**src/hw/rtl/fwb_pkg.sv**
```systemverilog
`timescale 1ns / 1ps
`default_nettype none
// ----------------------------------------------------------------------------
// fwb_pkg
// Shared constants for the filter weight binarizer: defaults, register map,
// configuration field widths and reset values.
// ----------------------------------------------------------------------------
package fwb_pkg;

    localparam int DEF_MAX_FILTER_WEIGHTS = 64;
    localparam int DEF_WEIGHT_BITS        = 16;

    localparam int CFG_DATA_W = 32;
    localparam int CFG_ADDR_W = 3;

    localparam int WPF_W = 7;
    localparam int FC_W  = 13;
    localparam int FD_W  = 12;

    localparam logic [FC_W-1:0] MAX_FILTERS = 13'd4096;

    localparam logic REG_WEIGHTS_PER_FILTER = 1'b0;
    localparam logic REG_FILTER_COUNT       = 1'b1;

    localparam logic [WPF_W-1:0] WPF_RESET = 7'd9;
    localparam logic [FC_W-1:0]  FC_RESET  = 13'd1;

endpackage
`default_nettype wire

```
**src/hw/rtl/fwb_front.sv**
```systemverilog
`timescale 1ns / 1ps
`default_nettype none
// ----------------------------------------------------------------------------
// fwb_front
// Takes weight beats, records signs, sums magnitudes and hands one job per
// finished filter to the job queue.
// ----------------------------------------------------------------------------
module fwb_front #(
    parameter int MAX_FILTER_WEIGHTS = fwb_pkg::DEF_MAX_FILTER_WEIGHTS,
    parameter int WEIGHT_BITS        = fwb_pkg::DEF_WEIGHT_BITS,
    localparam int IDX_W = (MAX_FILTER_WEIGHTS > 1) ? $clog2(MAX_FILTER_WEIGHTS) : 1,
    localparam int CNT_W = $clog2(MAX_FILTER_WEIGHTS + 1),
    localparam int SUM_W = WEIGHT_BITS + $clog2(MAX_FILTER_WEIGHTS)
) (
    input  wire logic                          i_clk,
    input  wire logic                          i_rst_n,
    input  wire logic                          i_push,
    output logic                               o_full,
    input  wire logic signed [WEIGHT_BITS-1:0] i_weight_value,
    input  wire logic [fwb_pkg::WPF_W-1:0]     i_wpf,
    input  wire logic [fwb_pkg::FC_W-1:0]      i_fc,
    input  wire logic                          i_q_full,
    output logic                               o_q_push,
    output logic [SUM_W-1:0]                   o_job_sum,
    output logic [CNT_W-1:0]                   o_job_count,
    output logic [MAX_FILTER_WEIGHTS-1:0]      o_job_signs,
    output logic                               o_job_last_layer
);

    logic [SUM_W-1:0]              r_sum, n_sum;
    logic [IDX_W-1:0]              r_seen, n_seen;
    logic [fwb_pkg::FD_W-1:0]      r_fd, n_fd;
    logic [MAX_FILTER_WEIGHTS-1:0] r_signs, n_signs;

    logic                          accept;
    logic                          negative;
    logic [WEIGHT_BITS-1:0]        magnitude;
    logic [CNT_W-1:0]              size;
    logic [fwb_pkg::FC_W-1:0]      total;
    logic [CNT_W-1:0]              count;
    logic [SUM_W-1:0]              sum_new;
    logic                          filter_end;
    logic                          last_layer;

    assign accept   = i_push && !i_q_full;
    assign o_full   = i_q_full;
    assign negative = i_weight_value[WEIGHT_BITS-1];
    assign magnitude = negative ? (~i_weight_value + 1'b1) : i_weight_value;

    always_comb begin
        priority if (i_wpf == '0) begin
            size = CNT_W'(1);
        end else if (i_wpf > fwb_pkg::WPF_W'(MAX_FILTER_WEIGHTS)) begin
            size = CNT_W'(MAX_FILTER_WEIGHTS);
        end else begin
            size = i_wpf[CNT_W-1:0];
        end
        priority if (i_fc == '0) begin
            total = fwb_pkg::FC_W'(1);
        end else if (i_fc > fwb_pkg::MAX_FILTERS) begin
            total = fwb_pkg::MAX_FILTERS;
        end else begin
            total = i_fc;
        end
    end

    assign count      = CNT_W'(r_seen) + CNT_W'(1);
    assign sum_new    = r_sum + SUM_W'(magnitude);
    assign filter_end = (count >= size);
    assign last_layer = ({1'b0, r_fd} + fwb_pkg::FC_W'(1)) >= total;

    always_comb begin
        n_signs = r_signs;
        n_sum   = r_sum;
        n_seen  = r_seen;
        n_fd    = r_fd;
        if (accept) begin
            n_signs[r_seen] = !negative && (i_weight_value != '0);
            if (filter_end) begin
                n_sum  = '0;
                n_seen = '0;
                n_fd   = last_layer ? '0 : (r_fd + 1'b1);
            end else begin
                n_sum  = sum_new;
                n_seen = count[IDX_W-1:0];
            end
        end
    end

    assign o_q_push         = accept && filter_end;
    assign o_job_sum        = sum_new;
    assign o_job_count      = count;
    assign o_job_signs      = n_signs;
    assign o_job_last_layer = last_layer;

    always_ff @(posedge i_clk) begin
        r_signs <= n_signs;
        if (!i_rst_n) begin
            r_sum  <= '0;
            r_seen <= '0;
            r_fd   <= '0;
        end else begin
            r_sum  <= n_sum;
            r_seen <= n_seen;
            r_fd   <= n_fd;
        end
    end

endmodule
`default_nettype wire

```
**src/hw/rtl/fwb_job_queue.sv**
```systemverilog
`timescale 1ns / 1ps
`default_nettype none
// ----------------------------------------------------------------------------
// fwb_job_queue
// Two-entry queue of finished filter jobs between front and back.
// ----------------------------------------------------------------------------
module fwb_job_queue #(
    parameter int DATA_W = 8
) (
    input  wire logic              i_clk,
    input  wire logic              i_rst_n,
    input  wire logic              i_push,
    input  wire logic [DATA_W-1:0] i_data,
    output logic                   o_full,
    input  wire logic              i_pop,
    output logic [DATA_W-1:0]      o_data,
    output logic                   o_empty
);

    logic [DATA_W-1:0] r_mem [2];
    logic              r_wr_ptr, r_rd_ptr;
    logic [1:0]        r_fill;
    logic              do_push, do_pop;

    assign o_full  = (r_fill == 2'd2);
    assign o_empty = (r_fill == 2'd0);
    assign o_data  = r_mem[r_rd_ptr];
    assign do_push = i_push && !o_full;
    assign do_pop  = i_pop && !o_empty;

    always_ff @(posedge i_clk) begin
        if (do_push) begin
            r_mem[r_wr_ptr] <= i_data;
        end
        if (!i_rst_n) begin
            r_wr_ptr <= 1'b0;
            r_rd_ptr <= 1'b0;
            r_fill   <= 2'd0;
        end else begin
            if (do_push) begin
                r_wr_ptr <= ~r_wr_ptr;
            end
            if (do_pop) begin
                r_rd_ptr <= ~r_rd_ptr;
            end
            r_fill <= r_fill + 2'(do_push) - 2'(do_pop);
        end
    end

endmodule
`default_nettype wire

```
**src/hw/rtl/fwb_divider.sv**
```systemverilog
`timescale 1ns / 1ps
`default_nettype none
// ----------------------------------------------------------------------------
// fwb_divider
// Restoring divider, one quotient bit per cycle, for sum / weight count.
// ----------------------------------------------------------------------------
module fwb_divider #(
    parameter int NUM_W = 22,
    parameter int DEN_W = 7,
    localparam int STEP_W = $clog2(NUM_W + 1)
) (
    input  wire logic             i_clk,
    input  wire logic             i_rst_n,
    input  wire logic             i_start,
    input  wire logic [NUM_W-1:0] i_num,
    input  wire logic [DEN_W-1:0] i_den,
    output logic                  o_done,
    output logic [NUM_W-1:0]      o_quot
);

    logic [NUM_W-1:0]  r_num;
    logic [DEN_W-1:0]  r_den;
    logic [DEN_W-1:0]  r_rem;
    logic [STEP_W-1:0] r_step;
    logic              r_busy, r_done;
    logic [DEN_W:0]    trial;
    logic              qbit;

    assign trial = {r_rem, r_num[NUM_W-1]};
    assign qbit  = (trial >= {1'b0, r_den});

    always_ff @(posedge i_clk) begin
        if (i_start) begin
            r_num <= i_num;
            r_den <= i_den;
            r_rem <= '0;
        end else if (r_busy) begin
            r_num <= {r_num[NUM_W-2:0], qbit};
            r_rem <= qbit ? DEN_W'(trial - {1'b0, r_den}) : trial[DEN_W-1:0];
        end
        if (!i_rst_n) begin
            r_busy <= 1'b0;
            r_done <= 1'b0;
            r_step <= '0;
        end else begin
            r_done <= 1'b0;
            if (i_start) begin
                r_busy <= 1'b1;
                r_step <= STEP_W'(NUM_W);
            end else if (r_busy) begin
                r_step <= r_step - 1'b1;
                if (r_step == STEP_W'(1)) begin
                    r_busy <= 1'b0;
                    r_done <= 1'b1;
                end
            end
        end
    end

    assign o_done = r_done;
    assign o_quot = r_num;

endmodule
`default_nettype wire

```
**src/hw/rtl/fwb_back.sv**
```systemverilog
`timescale 1ns / 1ps
`default_nettype none
// ----------------------------------------------------------------------------
// fwb_back
// Takes one job at a time: divides for the mean, saturates, then emits one
// signed mean per weight into the output register.
// ----------------------------------------------------------------------------
module fwb_back #(
    parameter int MAX_FILTER_WEIGHTS = fwb_pkg::DEF_MAX_FILTER_WEIGHTS,
    parameter int WEIGHT_BITS        = fwb_pkg::DEF_WEIGHT_BITS,
    localparam int CNT_W = $clog2(MAX_FILTER_WEIGHTS + 1),
    localparam int SUM_W = WEIGHT_BITS + $clog2(MAX_FILTER_WEIGHTS)
) (
    input  wire logic                          i_clk,
    input  wire logic                          i_rst_n,
    input  wire logic                          i_q_empty,
    output logic                               o_q_pop,
    input  wire logic [SUM_W-1:0]              i_job_sum,
    input  wire logic [CNT_W-1:0]              i_job_count,
    input  wire logic [MAX_FILTER_WEIGHTS-1:0] i_job_signs,
    input  wire logic                          i_job_last_layer,
    output logic                               o_empty,
    input  wire logic                          i_pop,
    output logic signed [WEIGHT_BITS-1:0]      o_binary_weight,
    output logic                               o_last_in_filter,
    output logic                               o_last_in_layer
);

    typedef enum logic [2:0] {
        S_IDLE = 3'b001,
        S_DIV  = 3'b010,
        S_EMIT = 3'b100
    } t_back_state;

    localparam logic [WEIGHT_BITS-1:0] MEAN_MAX = {1'b0, {(WEIGHT_BITS-1){1'b1}}};

    t_back_state                   r_state, n_state;
    logic [WEIGHT_BITS-1:0]        r_mean;
    logic [MAX_FILTER_WEIGHTS-1:0] r_signs;
    logic [CNT_W-1:0]              r_count, r_k;
    logic                          r_last_layer;
    logic                          r_out_valid;
    logic signed [WEIGHT_BITS-1:0] r_out_value;
    logic                          r_out_lf, r_out_ll;

    logic                          div_start, div_done;
    logic [SUM_W-1:0]              div_quot;
    logic [WEIGHT_BITS-1:0]        mean_sat;
    logic                          out_taken, out_load, emit_last;

    fwb_divider #(
        .NUM_W (SUM_W),
        .DEN_W (CNT_W)
    ) u_divider (
        .i_clk   (i_clk),
        .i_rst_n (i_rst_n),
        .i_start (div_start),
        .i_num   (i_job_sum),
        .i_den   (i_job_count),
        .o_done  (div_done),
        .o_quot  (div_quot)
    );

    assign mean_sat  = (|div_quot[SUM_W-1:WEIGHT_BITS-1]) ? MEAN_MAX
                                                          : div_quot[WEIGHT_BITS-1:0];
    assign out_taken = i_pop && r_out_valid;
    assign out_load  = (r_state == S_EMIT) && (!r_out_valid || out_taken);
    assign emit_last = (CNT_W'(r_k + 1'b1) == r_count);
    assign div_start = (r_state == S_IDLE) && !i_q_empty;
    assign o_q_pop   = (r_state == S_DIV) && div_done;

    always_comb begin
        n_state = r_state;
        unique case (r_state)
            S_IDLE: if (!i_q_empty) n_state = S_DIV;
            S_DIV:  if (div_done) n_state = S_EMIT;
            S_EMIT: if (out_load && emit_last) n_state = S_IDLE;
            default: n_state = S_IDLE;
        endcase
    end

    always_ff @(posedge i_clk) begin
        if (o_q_pop) begin
            r_mean       <= mean_sat;
            r_signs      <= i_job_signs;
            r_count      <= i_job_count;
            r_last_layer <= i_job_last_layer;
            r_k          <= '0;
        end else if (out_load) begin
            r_signs <= r_signs >> 1;
            r_k     <= CNT_W'(r_k + 1'b1);
        end
        if (out_load) begin
            r_out_value <= r_signs[0] ? r_mean : (~r_mean + 1'b1);
            r_out_lf    <= emit_last;
            r_out_ll    <= emit_last && r_last_layer;
        end
        if (!i_rst_n) begin
            r_state     <= S_IDLE;
            r_out_valid <= 1'b0;
        end else begin
            r_state <= n_state;
            if (out_load) begin
                r_out_valid <= 1'b1;
            end else if (out_taken) begin
                r_out_valid <= 1'b0;
            end
        end
    end

    assign o_empty          = !r_out_valid;
    assign o_binary_weight  = r_out_value;
    assign o_last_in_filter = r_out_lf;
    assign o_last_in_layer  = r_out_ll;

endmodule
`default_nettype wire

```
**src/hw/rtl/filter_weight_binarizer_unit.sv**
```systemverilog
`timescale 1ns / 1ps
`default_nettype none
// ----------------------------------------------------------------------------
// filter_weight_binarizer_unit
// XNOR-Net style weight binarizer, Q4.12 fixed point.
//
// Weights enter as queue beats (push/full), one per cycle while the two-entry
// job queue has room. Each filter of weights_per_filter weights becomes one
// job: signs plus magnitude sum. Results leave as queue beats (empty/pop):
// +mean or -mean per weight in arrival order, with last-of-filter and
// last-of-layer flags. Registers sit on an APB port (0x0 weights_per_filter,
// 0x4 filter_count); they must be written only while the block is idle, which
// the block itself does not enforce. Per filter the back end starts the
// bit-serial divider for WEIGHT_BITS + log2(MAX_FILTER_WEIGHTS) quotient bits
// (22 by default), takes the saturated mean, then emits one result per cycle
// while the receiver keeps taking them.
// The front keeps taking the next filters' weights meanwhile. When the
// receiver stalls, the output register holds its beat and the back end waits;
// once both queue entries are full, full rises. Reset empties all queues,
// clears sums and counters and loads register defaults (9, 1).
// ----------------------------------------------------------------------------
module filter_weight_binarizer_unit #(
    parameter int MAX_FILTER_WEIGHTS = fwb_pkg::DEF_MAX_FILTER_WEIGHTS,
    parameter int WEIGHT_BITS        = fwb_pkg::DEF_WEIGHT_BITS
) (
    input  wire logic                               i_clk,
    input  wire logic                               i_rst_n,
    input  wire logic                               push,
    output logic                                    full,
    input  wire logic signed [WEIGHT_BITS-1:0]      i_weight_value,
    output logic                                    empty,
    input  wire logic                               pop,
    output logic signed [WEIGHT_BITS-1:0]           o_binary_weight,
    output logic                                    o_last_in_filter,
    output logic                                    o_last_in_layer,
    input  wire logic                               psel,
    input  wire logic                               penable,
    input  wire logic                               pwrite,
    input  wire logic [fwb_pkg::CFG_ADDR_W-1:0]     paddr,
    input  wire logic [fwb_pkg::CFG_DATA_W-1:0]     pwdata,
    output logic [fwb_pkg::CFG_DATA_W-1:0]          prdata,
    output logic                                    pready
);

    localparam int CNT_W = $clog2(MAX_FILTER_WEIGHTS + 1);
    localparam int SUM_W = WEIGHT_BITS + $clog2(MAX_FILTER_WEIGHTS);
    localparam int JOB_W = SUM_W + CNT_W + MAX_FILTER_WEIGHTS + 1;

    logic [fwb_pkg::WPF_W-1:0]     r_wpf;
    logic [fwb_pkg::FC_W-1:0]      r_fc;
    logic                          cfg_write;

    logic                          q_push, q_full, q_pop, q_empty;
    logic [SUM_W-1:0]              f_sum, b_sum;
    logic [CNT_W-1:0]              f_count, b_count;
    logic [MAX_FILTER_WEIGHTS-1:0] f_signs, b_signs;
    logic                          f_last, b_last;
    logic [JOB_W-1:0]              q_in, q_out;

    assign pready    = 1'b1;
    assign cfg_write = psel && penable && pwrite && pready;

    always_ff @(posedge i_clk) begin
        if (!i_rst_n) begin
            r_wpf <= fwb_pkg::WPF_RESET;
            r_fc  <= fwb_pkg::FC_RESET;
        end else if (cfg_write) begin
            unique case (paddr[2])
                fwb_pkg::REG_WEIGHTS_PER_FILTER: r_wpf <= pwdata[fwb_pkg::WPF_W-1:0];
                fwb_pkg::REG_FILTER_COUNT:       r_fc  <= pwdata[fwb_pkg::FC_W-1:0];
                default: ;
            endcase
        end
    end

    always_comb begin
        unique case (paddr[2])
            fwb_pkg::REG_WEIGHTS_PER_FILTER: prdata = fwb_pkg::CFG_DATA_W'(r_wpf);
            fwb_pkg::REG_FILTER_COUNT:       prdata = fwb_pkg::CFG_DATA_W'(r_fc);
            default:                         prdata = '0;
        endcase
    end

    fwb_front #(
        .MAX_FILTER_WEIGHTS (MAX_FILTER_WEIGHTS),
        .WEIGHT_BITS        (WEIGHT_BITS)
    ) u_front (
        .i_clk            (i_clk),
        .i_rst_n          (i_rst_n),
        .i_push           (push),
        .o_full           (full),
        .i_weight_value   (i_weight_value),
        .i_wpf            (r_wpf),
        .i_fc             (r_fc),
        .i_q_full         (q_full),
        .o_q_push         (q_push),
        .o_job_sum        (f_sum),
        .o_job_count      (f_count),
        .o_job_signs      (f_signs),
        .o_job_last_layer (f_last)
    );

    assign q_in = {f_sum, f_count, f_signs, f_last};

    fwb_job_queue #(
        .DATA_W (JOB_W)
    ) u_job_queue (
        .i_clk   (i_clk),
        .i_rst_n (i_rst_n),
        .i_push  (q_push),
        .i_data  (q_in),
        .o_full  (q_full),
        .i_pop   (q_pop),
        .o_data  (q_out),
        .o_empty (q_empty)
    );

    assign {b_sum, b_count, b_signs, b_last} = q_out;

    fwb_back #(
        .MAX_FILTER_WEIGHTS (MAX_FILTER_WEIGHTS),
        .WEIGHT_BITS        (WEIGHT_BITS)
    ) u_back (
        .i_clk            (i_clk),
        .i_rst_n          (i_rst_n),
        .i_q_empty        (q_empty),
        .o_q_pop          (q_pop),
        .i_job_sum        (b_sum),
        .i_job_count      (b_count),
        .i_job_signs      (b_signs),
        .i_job_last_layer (b_last),
        .o_empty          (empty),
        .i_pop            (pop),
        .o_binary_weight  (o_binary_weight),
        .o_last_in_filter (o_last_in_filter),
        .o_last_in_layer  (o_last_in_layer)
    );

endmodule
`default_nettype wire
```
**config.mk**
```make
export PLATFORM = sky130hd
export DESIGN_NAME = filter_weight_binarizer_unit
export DESIGN_NICKNAME = d
export VERILOG_FILES = /design/src/hw/rtl/fwb_pkg.sv /design/src/hw/rtl/fwb_front.sv /design/src/hw/rtl/fwb_job_queue.sv /design/src/hw/rtl/fwb_divider.sv /design/src/hw/rtl/fwb_back.sv /design/src/hw/rtl/filter_weight_binarizer_unit.sv
export SDC_FILE = /design/constraint.sdc
export NUM_CORES = 1
export LEC_CHECK = 0
export ABC_AREA = 1
export ABC_CLOCK_PERIOD_IN_PS = 9550
export BUFFER_PORTS_ARGS = -buffer_cell sky130_fd_sc_hd__buf_2
export CAP_MARGIN = 20
export CORE_UTILIZATION = 50
export CTS_CLUSTER_DIAMETER = 200
export DETAILED_ROUTE_END_ITERATION = 10
export PLACE_DENSITY = 0.63
export SETUP_SLACK_MARGIN = 0.15
export SLEW_MARGIN = 20
export SYNTH_ARGS = -nofsm -noshare
export SYNTH_HDL_FRONTEND = slang
export SYNTH_SLANG_ARGS = --single-unit
```
**constraint.sdc**
```tcl
create_clock -name i_clk -period 9.55 [get_ports i_clk]
set_clock_uncertainty 0.1 [all_clocks]
set_input_delay 0.4775 -clock i_clk [delete_from_list [all_inputs] [get_ports i_clk]]
set_output_delay 0.4775 -clock i_clk [all_outputs]
set_load 0.01 [all_outputs]
```
==> impl_results.md, run 1 <==
- Status: complete, no violations
- Post-cts resize count: 0
- Pin count of the biggest net entering global routing: 95
- Chip width: 205.9 µm
- Max Cap Viol: 0
- Mapped Cells: 2149
- WHS: 0.02721 ns
- WL per Instance: 15.12 µm
- Slew @ Worst Pin: 1.031 ns
- Post-cts hold buffer count: 0
- Clock Latency Late Sink: 0.57 ns
- Startpoint Class: flip-flop
- H-tree depth: 2
- Hold Crit Class: input pin to flip-flop
- Vias: 14330
- GRT Util Overall: 20.16%
- Diode count: 0
- First-pass GRT wire length: 67830 µm
- Warnings, synthesis: 0
- Boundary Pins: 111
- Rel. slew slack: 30.72%
- Site Rows: 74
- Max rail drop VDD: 140.4 µV
- Placed wire-length estimate: 26690 µm
- Die area: 42400 µm²
- Storage cell area: 12790 µm²
- Metal1 wirelength: 19880 µm
- Crit Path Max Fanout: 61
- CP Data Required Time: 9.64 ns
- Max Slew Vio Count: 0
- Final setup fails: 0
- Clk buf depth: 3
- F_max: 194.0 MHz
- Vias in the first global route: 13300
- Multi-input gate area: 6988 µm²
- Distinct cells, synth: 43
- Minimum clock period: 5.154 ns
- Fin. Hold Viols: 0
- Crit share post-route: 53.97%
- Filler instances: 3505
- CP endpoint kind: flip-flop
- Pre-antenna DRT Iters: 7
- Initial antenna violation count: 1
- Syn_area_per_cell: 9.674 µm²
- Synth Register Bits: 477
- Sink Count: 477
- Met3 WL post-DR: 2088 µm
- DRC: 0
- Top Metal Used: met4
- Clock transition at path regs: 0.07 ns
- Root Buffer: clkbuf_16
- Initial core utilization: 50.80%
- Met2 Wirelength: 19400 µm
- Initial DRC count: 868
- Number of buffers created by CTS: 48
- Commonest cells after routing, fill and taps aside: nand2_1 (571), edfxtp_1 (323), nor2_1 (268), inv_1 (172), dfxtp_1 (153)
- Die height: 205.9 µm
- Crit Path Class: flip-flop to flip-flop
- Seq/Total Area, Yosys: 61.49%
- Lkg Pwr: 8.973 nW
- Synth Cell Area: 20790 µm²
- Grt ovf: 0
- Wirelength, routed: 42050 µm
- Area grow syn2layout: 11.43%
- Setup tns final: 0 ns
- Nets@finish: 2322
- Commonest non-fill, non-tap cell in the layout: nand2_1
- Drt via density: 5.152
- RSZ-0062 raised after global routing: false
- CTS tree: built
- Final Wtd Congestion: 0.8681
- Post-CTS setup buffer count: 0
- DRT antenna net count: 0
- Layout cell share with drive strength beyond 1: 8.315%
- PortBufs: 69
- Power density cells: 203.0 nW/µm²
- Total core area: 40920 µm²
- Arrival @ worst endpoint: 5.24 ns
-- state kept, by name (all words and copies together) (netlist names), 5 cells and up, named ones only --
register	flops
u_back.r_count	7
u_front.r_fd	12
u_back.u_divider.r_rem	7
u_back.o_binary_weight	16
u_front.r_seen	6
u_back.r_k	7
r_fc	13
u_back.u_divider.r_den	7
u_back.r_mean	16
u_back.r_signs	64
u_front.r_sum	22
u_job_queue.r_mem	188
u_back.u_divider.o_quot	22
u_back.u_divider.r_step	5
u_front.r_signs	64
r_wpf	7
-- worst paths after layout --
| check | from | endpoint | slack [ns] | depth (start not counted) |
|---|---|---|---|---|
| max | u_front.r_seen[4]$_SDFFE_PN0P_ | u_job_queue.r_mem[0][52]$_DFFE_PP_ | 4.40 | 12 |
| min reg2reg | u_job_queue.r_rd_ptr$_SDFFE_PN0P_ | flip-flop | 0.34 | 1 |
| min | pwdata[10] | r_fc[10]$_SDFFE_PN0P_ | 0.03 | 3 |
| max reg2reg | u_front.r_seen[4]$_SDFFE_PN0P_ | u_job_queue.r_mem[0][52]$_DFFE_PP_ | 4.40 | 12 |
-- where the power goes --
part / total (mW) / switching, mW / internal [mW]
Sequential: 2.33 / 0.0387 / 2.29
Clock: 1.89 / 0.797 / 1.10
Combinational: 0.478 / 0.325 / 0.153
Total: 4.70 / 1.16 / 3.54
-- cells by family after synthesis --
| logic type | synth area share [%] |
|---|---|
| adders and majority gates | 3.322 |
| buffers and inverters | 5.459 |
| other | 0.03613 |
| xor gates and xnor gates | 2.191 |
| DFF | 61.49 |
| and+or+nand+nor | 19.00 |
| AOI/OAI and AO/OA | 8.504 |
-- per-layer routing --
layer | track usage, % | up-vias
li1 | - | 7324
met1 | 28.55 | 6681
met2 | 32.67 | 271
met3 | 3.012 | 53
met4 | 4.832 | 0
met5 | 0 | -
-- stage by stage --
step	instances	util [%]	worst slack, ns	power [mW]	instance area [µm²]
2_1_floorplan	2168	-	2.962	2.722	20860
3_3_place_gp	2692	52.63	4.444	2.828	21540
3_5_place_dp	2692	52.64	4.326	2.847	21540
4_1_cts	2781	56.59	4.299	4.740	23160
5_1_grt	2781	56.60	3.963	4.889	23160
6_report	2781	56.60	4.396	4.702	23160
-- critical path, cell delays in order, from the launching register on --
cell and delay [ns]:
dfxtp_1 0.48, nand2_1 0.13, nor2_1 0.39, inv_1 0.22
o21ai_0 0.53, ha_1 0.25, nand3_1 0.09, nor2_1 0.13
nand3_1 0.08, nand3_1 0.18, nand2_1 0.40, nor2_4 0.90
buf_4 0.86
-- synthesized netlist by cell type --
| master | n | area (µm²) |
|---|---|---|
| xor2_1 | 41 | 359.1 |
| o21a_1 | 2 | 15.01 |
| clkbuf_1 | 46 | 172.7 |
| or4_1 | 1 | 7.510 |
| o21ai_4 | 1 | 16.27 |
| nand2b_1 | 1 | 6.260 |
| nor2_2 | 1 | 6.260 |
| a211oi_1 | 2 | 15.01 |
| nor3_4 | 1 | 16.27 |
| nor3b_1 | 1 | 7.510 |
| nor4_1 | 6 | 37.54 |
| nor3_2 | 1 | 10.01 |
| nand3_1 | 60 | 300.3 |
| o21bai_1 | 1 | 7.510 |
| conb_1 | 2 | 7.510 |
| nand3b_1 | 6 | 45.04 |
| or2_2 | 4 | 25.02 |
| a31oi_1 | 86 | 538.0 |
| nand4_1 | 17 | 106.4 |
| o21ai_1 | 25 | 125.1 |
| nand4_2 | 1 | 12.51 |
| nor4_4 | 1 | 21.27 |
| dfxtp_1 | 154 | 3083 |
| inv_1 | 173 | 649.4 |
| buf_2 | 16 | 80.08 |
| ha_1 | 52 | 650.6 |
| buf_6 | 6 | 67.56 |
| buf_1 | 4 | 15.01 |
| xnor2_1 | 11 | 96.34 |
| nor2_1 | 273 | 1025 |
| a21o_1 | 1 | 7.510 |
| nor3_1 | 19 | 95.09 |
| o21ai_2 | 2 | 17.52 |
| o21ai_0 | 79 | 395.4 |
| o211ai_1 | 5 | 37.54 |
| nand2_1 | 572 | 2147 |
| a221oi_1 | 1 | 8.760 |
| edfxtp_1 | 323 | 9699 |
| a21oi_1 | 113 | 565.5 |
| buf_4 | 20 | 150.1 |
| o22ai_1 | 3 | 18.77 |
| and2_1 | 13 | 81.33 |
| fa_1 | 2 | 40.04 |
-- final cells by class --
cell class	count	area share, %
tap	532	2.874
clock buffer	55	5.472
inverter	173	2.803
clock inverter	34	1.496
multi-input combinational	1426	30.17
sequential	477	55.20
timing repair buffer	84	1.993
Note: power is estimated with default switching activity, not from simulation.
==> run 2, diff against run 1 <==
--- a/config.mk
+++ b/config.mk
@@ -6,7 +6,7 @@
 export NUM_CORES = 1
 export LEC_CHECK = 0
 export ABC_AREA = 1
-export ABC_CLOCK_PERIOD_IN_PS = 9550
+export ABC_CLOCK_PERIOD_IN_PS = 5200
 export BUFFER_PORTS_ARGS = -buffer_cell sky130_fd_sc_hd__buf_2
 export CAP_MARGIN = 20
 export CORE_UTILIZATION = 50
==> constraint.sdc (replaced) <==
create_clock -name i_clk -period 5.2 [get_ports i_clk]
set_clock_uncertainty 0.1 [all_clocks]
set_input_delay 0.26 -clock i_clk [delete_from_list [all_inputs] [get_ports i_clk]]
set_output_delay 0.26 -clock i_clk [all_outputs]
set_load 0.01 [all_outputs]
==> run 2 against run 1 <==
Compared with the run above: non-clock buffer count rose by 19; sequential share of layout area shrank 0.40 points; via count hardly changed; wire length increased by 1.0%; largest cell class unchanged; largest power group unchanged.
==> impl_results.md, run 2 (synthesis gave the netlist of run 1 again) <==
- Clock Latency Late Sink: 0.58 ns
- CP Data Required Time: 5.36 ns
- Commonest cells after routing, fill and taps aside: nand2_1 (571), edfxtp_1 (323), nor2_1 (269), inv_1 (172), dfxtp_1 (153)
- Worst r2r dst: u_job_queue.r_mem[1][35]$_DFFE_PP_
- Die height: 205.9 µm
- Setup tns final: 0 ns
- CTS tree: built
- Commonest non-fill, non-tap cell in the layout: nand2_1
- Crit Path Max Fanout: 30
- DRC: 0
- Critical path buffers and inverters: 2
- Sink Count: 477
- Final Total Pwr: 8.564 mW
- Slowest-stage cell, CP: nor2_4
- Worst Reg-to-Reg Cells: 11
- R2R setup slack: 1.06 ns
- Sequence of cells on the critical path: nand2_1, nor2_1, inv_1, o21ai_0, ha_1, nand2_1, o21a_1, nand3_1, nand2_1, nor2_4, buf_12
- Clock transition at path regs: 0.06 ns
- WL per Instance: 15.18 µm
- Worst path max stage delay: 0.77 ns
- Rel. slew slack: 30.90%
- Vias in the first global route: 13620
- Minimum clock period: 4.143 ns
- Site Rows: 74
- Flop pwr share: 50.0%
- Placed inst area: 21630 µm²
- Largest register FFs: 188
- F_max: 241.4 MHz
- Drt via density: 5.124
- Sw Share: 24.19%
- Nets@finish: 2341
- Clk buf depth: 3
- Die area: 42400 µm²
- Grt ovf: 0
- Worst reg2reg startpoint: u_front.r_seen[4]$_SDFFE_PN0P_
- First-pass GRT wire length: 69370 µm
- Total core area: 40920 µm²
- Hold Crit Class: input pin to flip-flop
- Crit Path Class: flip-flop to flip-flop
- Pin count of the biggest net entering global routing: 98
- Register with the most flip-flops: u_job_queue.r_mem
- Multi-input gate area: 6985 µm²
- DRT antenna net count: 0
- Root Buffer: clkbuf_16
- Lkg Pwr: 9.034 nW
- H-tree depth: 2
- Startpoint Class: flip-flop
- Status: complete, no violations
- GRT Util Overall: 20.69%
- Filler instances: 3576
- Final Wtd Congestion: 0.8868
- Power density cells: 367.0 nW/µm²
- Fin. Hold Viols: 0
- Wirelength, routed: 42480 µm
- CP endpoint kind: flip-flop
- Hold depth: 4
- Layout cell share with drive strength beyond 1: 7.855%
- Crit share post-route: 79.68%
- Power share of the combinational group: 10.4%
- Switching power: 2.072 mW
- Pre-antenna DRT Iters: 5
- Initial core utilization: 50.80%
- Initial DRC count: 769
- Initial antenna violation count: 0
- PortBufs: 69
- HP Start: penable
- Final setup fails: 0
- Arrival @ worst endpoint: 4.31 ns
- Design area: 23330 µm²
- Max Cap Viol: 0
- Boundary Pins: 111
- Biggest regs: u_job_queue.r_mem x188, u_back.r_signs x64, u_front.r_signs x64
- Number of buffers created by CTS: 48
- Clock power share: 39.6%
- Max rail drop VDD: 259.1 µV
- Vias: 14340
- Storage cell area: 12790 µm²
- Placed wire-length estimate: 27300 µm
- CP dominant cell by count: nand2_1
- Diode count: 0
- Cell depth of the worst setup path: 11
- Placed cell count: 2696
- Hold Path End: r_wpf[0]$_SDFFE_PN1P_
- Crit path max-delay family: simple AND/OR/NAND/NOR gates
- Post-Layout Cell Count: 2798
- RSZ-0062 raised after global routing: false
- Internal power: 6.492 mW
- Max Slew Vio Count: 0
- Chip width: 205.9 µm
- Slew @ Worst Pin: 1.033 ns
- Area grow syn2layout: 12.24%
[run 2: metal layers]
layer | track usage [%] | part of all wire, % | vias to the layer above
li1 | - | - | 7352
met1 | 29.36 | 48 | 6630
met2 | 32.47 | 45 | 294
met3 | 3.942 | 5.1 | 60
met4 | 5.725 | 2.1 | 0
met5 | 0 | 0 | -
[run 2: worst max path at each step]
| stage | startpoint | endpoint | slack, ns |
|---|---|---|---|
| global placement | u_front.r_seen[4]$_SDFFE_PN0P_ | u_job_queue.r_mem[1][47]$_DFFE_PP_ | 1.14 |
| CTS | u_front.r_seen[4]$_SDFFE_PN0P_ | u_job_queue.r_mem[1][40]$_DFFE_PP_ | 1.08 |
| finish | u_front.r_seen[4]$_SDFFE_PN0P_ | u_job_queue.r_mem[1][35]$_DFFE_PP_ | 1.06 |
| floorplan | u_front.r_seen[4]$_SDFFE_PN0P_ | u_job_queue.r_mem[0][0]$_DFFE_PP_ | 0.18 |
| detailed placement | u_front.r_seen[4]$_SDFFE_PN0P_ | u_job_queue.r_mem[1][47]$_DFFE_PP_ | 1.11 |
| global route | u_front.r_seen[4]$_SDFFE_PN0P_ | u_job_queue.r_mem[1][39]$_DFFE_PP_ | 0.73 |
[run 2: cell type report]
class	count	area share, %
sequential	477	54.80
multi-input combinational	1426	29.94
clock buffer	63	5.518
timing repair buffer	103	2.982
tap	532	2.853
inverter	173	2.783
clock inverter	24	1.126
[run 2: repair_timing]
item	in CTS	in global routing
resized for setup	0	0
buffers inserted	0	0
hold buffers	14	0
hold endpoints to repair	21	0
[run 2: power groups by stage]
stage	logic, mW	registers (mW)	clock network [mW]
floorplan	0.657	4.34	0
global placement	0.852	4.35	0
detailed placement	0.878	4.36	0
CTS	0.890	4.28	3.47
global route	1.02	4.29	3.62
finish	0.893	4.28	3.39
[run 2: per-stage QoR]
stage / hold WS, ns / utilization [%] / setup WS [ns]
finish: 0.06972 / 57.01 / 1.057
global route: 0.06616 / 57.01 / 0.7345
CTS: 0.03629 / 56.99 / 1.078
detailed placement: 0.3349 / 52.86 / 1.110
global placement: 0.3260 / 52.86 / 1.140
floorplan: 0.2863 / - / 0.1802
[run 2: tightest hold or removal path, stage by stage]
cell and delay (ns):
buf_2 0.10, nand3_1 0.09, nor2_1 0.11, o21ai_0 0.14
==> run 3, diff against run 2 <==
--- a/config.mk
+++ b/config.mk
@@ -6,13 +6,13 @@
 export NUM_CORES = 1
 export LEC_CHECK = 0
 export ABC_AREA = 1
-export ABC_CLOCK_PERIOD_IN_PS = 5200
+export ABC_CLOCK_PERIOD_IN_PS = 3350
 export BUFFER_PORTS_ARGS = -buffer_cell sky130_fd_sc_hd__buf_2
 export CAP_MARGIN = 20
 export CORE_UTILIZATION = 50
 export CTS_CLUSTER_DIAMETER = 200
 export DETAILED_ROUTE_END_ITERATION = 10
-export PLACE_DENSITY = 0.63
+export PLACE_DENSITY = 0.66
 export SETUP_SLACK_MARGIN = 0.15
 export SLEW_MARGIN = 20
 export SYNTH_ARGS = -nofsm -noshare
==> constraint.sdc (replaced) <==
create_clock -name i_clk -period 3.35 [get_ports i_clk]
set_clock_uncertainty 0.1 [all_clocks]
set_input_delay 0.1675 -clock i_clk [delete_from_list [all_inputs] [get_ports i_clk]]
set_output_delay 0.1675 -clock i_clk [all_outputs]
set_load 0.01 [all_outputs]
==> run 3 against run 2 <==
Compared with the run above: highest routed layer unchanged; via count is 3.0% higher; final cell count is 1.1% higher; clock-buffer cell count is 1 lower; first-iteration DRC count is 26% higher; critical path type is now input pin to flip-flop; register-to-register slack worse by 0.66 ns; hold slack worse by 0.020 ns; sequential cell count stayed put; global-route usage is 0.12 points higher; sequential power is 55% higher; worst setup slack worse by 0.75 ns.
==> impl_results.md, run 3 (synthesis gave the netlist of run 1 again) <==
- Commonest cells after routing, fill and taps aside: nand2_1 (555), edfxtp_1 (323), nor2_1 (262), inv_1 (165), dfxtp_1 (148)
- Area grow syn2layout: 15.44%
- Die height: 205.9 µm
- Internal power: 10.40 mW
- Root Buffer: clkbuf_16
- Nets@finish: 2368
- H-tree depth: 2
- Max Cap Viol: 0
- Chip width: 205.9 µm
- Power share of the combinational group: 11.1%
- Setup ws final: 0.3069 ns
- Final Wtd Congestion: 0.8981
- Sw Share: 24.28%
- Critical path buffers and inverters: 6
- Flop pwr share: 48.4%
- RSZ-0062 raised after global routing: true
- Crit Path Class: input pin to flip-flop
- Slew @ Worst Pin: 0.9521 ns
- Final Total Pwr: 13.74 mW
- Vias: 14760
- Placed wire-length estimate: 27740 µm
- Placed cell count: 2710
- DRC: 0
- Clock power share: 40.5%
- Startpoint Class: input pin
- DRT antenna net count: 0
- Initial antenna violation count: 0
- Sink Count: 477
- Wirelength, routed: 43820 µm
- Rel. slew slack: 36.46%
- Slowest-stage cell, CP: dlygate4sd3_1
- Commonest non-fill, non-tap cell in the layout: nand2_1
- WHS: 0.04982 ns
- Max Slew Vio Count: 0
- Pre-antenna DRT Iters: 5
- Crit Path Max Fanout: 5
- Clk buf depth: 3
- Initial DRC count: 971
- Worst reg2reg startpoint: u_front.r_seen[5]$_SDFFE_PN0P_
- Power density cells: 572.5 nW/µm²
- Number of buffers created by CTS: 49
- CP Data Required Time: 3.55 ns
- HP Start: penable
- Clock transition at path regs: 0.06 ns
- Worst path max stage delay: 0.52 ns
- Register with the most flip-flops: u_job_queue.r_mem
- Diode count: 0
- Clock Latency Late Sink: 0.56 ns
- Site Rows: 74
- Grt ovf: 0
- CTS tree: built
- Status: complete, no violations
- Biggest regs: u_job_queue.r_mem x188, u_back.r_signs x64, u_front.r_signs x64
- WL per Instance: 15.49 µm
- Vias in the first global route: 13860
- Crit share post-route: 90.84%
- Pin count of the biggest net entering global routing: 151
- Final setup fails: 0
- PortBufs: 69
- Arrival @ worst endpoint: 3.25 ns
- CP dominant cell by count: nand2_1
- F_max: 328.6 MHz
- Fin. Hold Viols: 0
- Max rail drop VDD: 343.6 µV
- GRT Util Overall: 20.81%
- CP endpoint kind: flip-flop
- Die area: 42400 µm²
- Initial core utilization: 50.80%
- Boundary Pins: 111
- Post-Layout Cell Count: 2829
- Sequence of cells on the critical path: dlygate4sd3_1, buf_2, inv_2, ha_2, inv_2, nor3_4, nand2_2, nor3_4, a21oi_2, xor2_1, ha_1, nand2_1, nand2_1, nand2_1, nand2_2, inv_1, nand2_1, inv_1, nand2_2, or2_4, and2_1
- Hold Crit Class: input pin to flip-flop
- Layout cell share with drive strength beyond 1: 11.62%
- Switching power: 3.336 mW
- Minimum clock period: 3.043 ns
- First-pass GRT wire length: 70300 µm
- Crit path max-delay family: simple AND/OR/NAND/NOR gates
- Worst Setup Slack post-DPL: 0.2070 ns
- Total core area: 40920 µm²
- Drt via density: 5.218
- Setup crit start: i_weight_value[0]
- Lkg Pwr: 9.307 nW
- Filler instances: 3432
- Largest register FFs: 188
==> run 3: path summary, 6_finish.rpt <==
kind / endpoint / cells after the start / slack, ns
setup / recovery: u_job_queue.r_mem[0][85]$_DFFE_PP_ / 21 / 0.31
hold / removal: r_wpf[4]$_SDFFE_PN0P_ / 5 / 0.05
setup reg to reg: u_job_queue.r_fill[1]$_SDFF_PN0_ / 14 / 0.40
hold reg to reg: flip-flop / 1 / 0.35
==> run 3: area by class of cell <==
cell class              instances  area [µm²]  share of cell area (%)
clock buffers                  62        1328                   5.532
multi-input cells            1426        7246                   30.19
flip-flops and latches        477       12790                   53.32
inverters                     173       649.4                   2.706
well taps                     532       665.6                   2.774
clock inverters                30       331.6                   1.382
repair buffers                129       983.4                   4.098
==> run 3: power by group through the flow <==
stage          registers, mW  logic, mW  clock network (mW)
2_1_floorplan           6.74       1.03                   0
5_1_grt                 6.67       1.71                5.89
3_5_place_dp            6.77       1.39                   0
4_1_cts                 6.65       1.42                5.67
3_3_place_gp            6.76       1.35                   0
6_report                6.65       1.52                5.57
==> run 3: stage by stage <==
step           area, µm²  util (%)  TNS (ns)
2_1_floorplan      20960         -    -37.99
3_3_place_gp       21870     53.44         0
5_1_grt            24000     58.64         0
3_5_place_dp       21870     53.44         0
6_report           24000     58.64         0
4_1_cts            23730     57.98         0
==> run 3: what timing repair did <==
action                                  in CTS  in global routing
hold buffers                                20                  0
setup buffers                                0                  7
endpoints found under the hold margin       29                  0
endpoints found under the setup margin       0                126
resized for setup                            0                 55
==> run 3: metal layers <==
| layer | vias to the layer above | track usage [%] | share of wire, % |
|---|---|---|---|
| li1 | 7404 | - | - |
| met1 | 6953 | 29.65 | 47 |
| met2 | 349 | 33.60 | 46 |
| met3 | 57 | 3.027 | 5.1 |
| met4 | 0 | 4.963 | 1.7 |
| met5 | - | 0 | 0 |
==> run 3: worst register-to-register path, delay by kind of cell, from the launching register on <==
family                     cells  cell delay [ns]
and+or+nand+nor                4             0.75
adders and majority gates      2             0.53
AOI/OAI and AO/OA              4             0.49
DFF                            1             0.42
buffers and inverters          3             0.40
xor gates and xnor gates       1             0.15
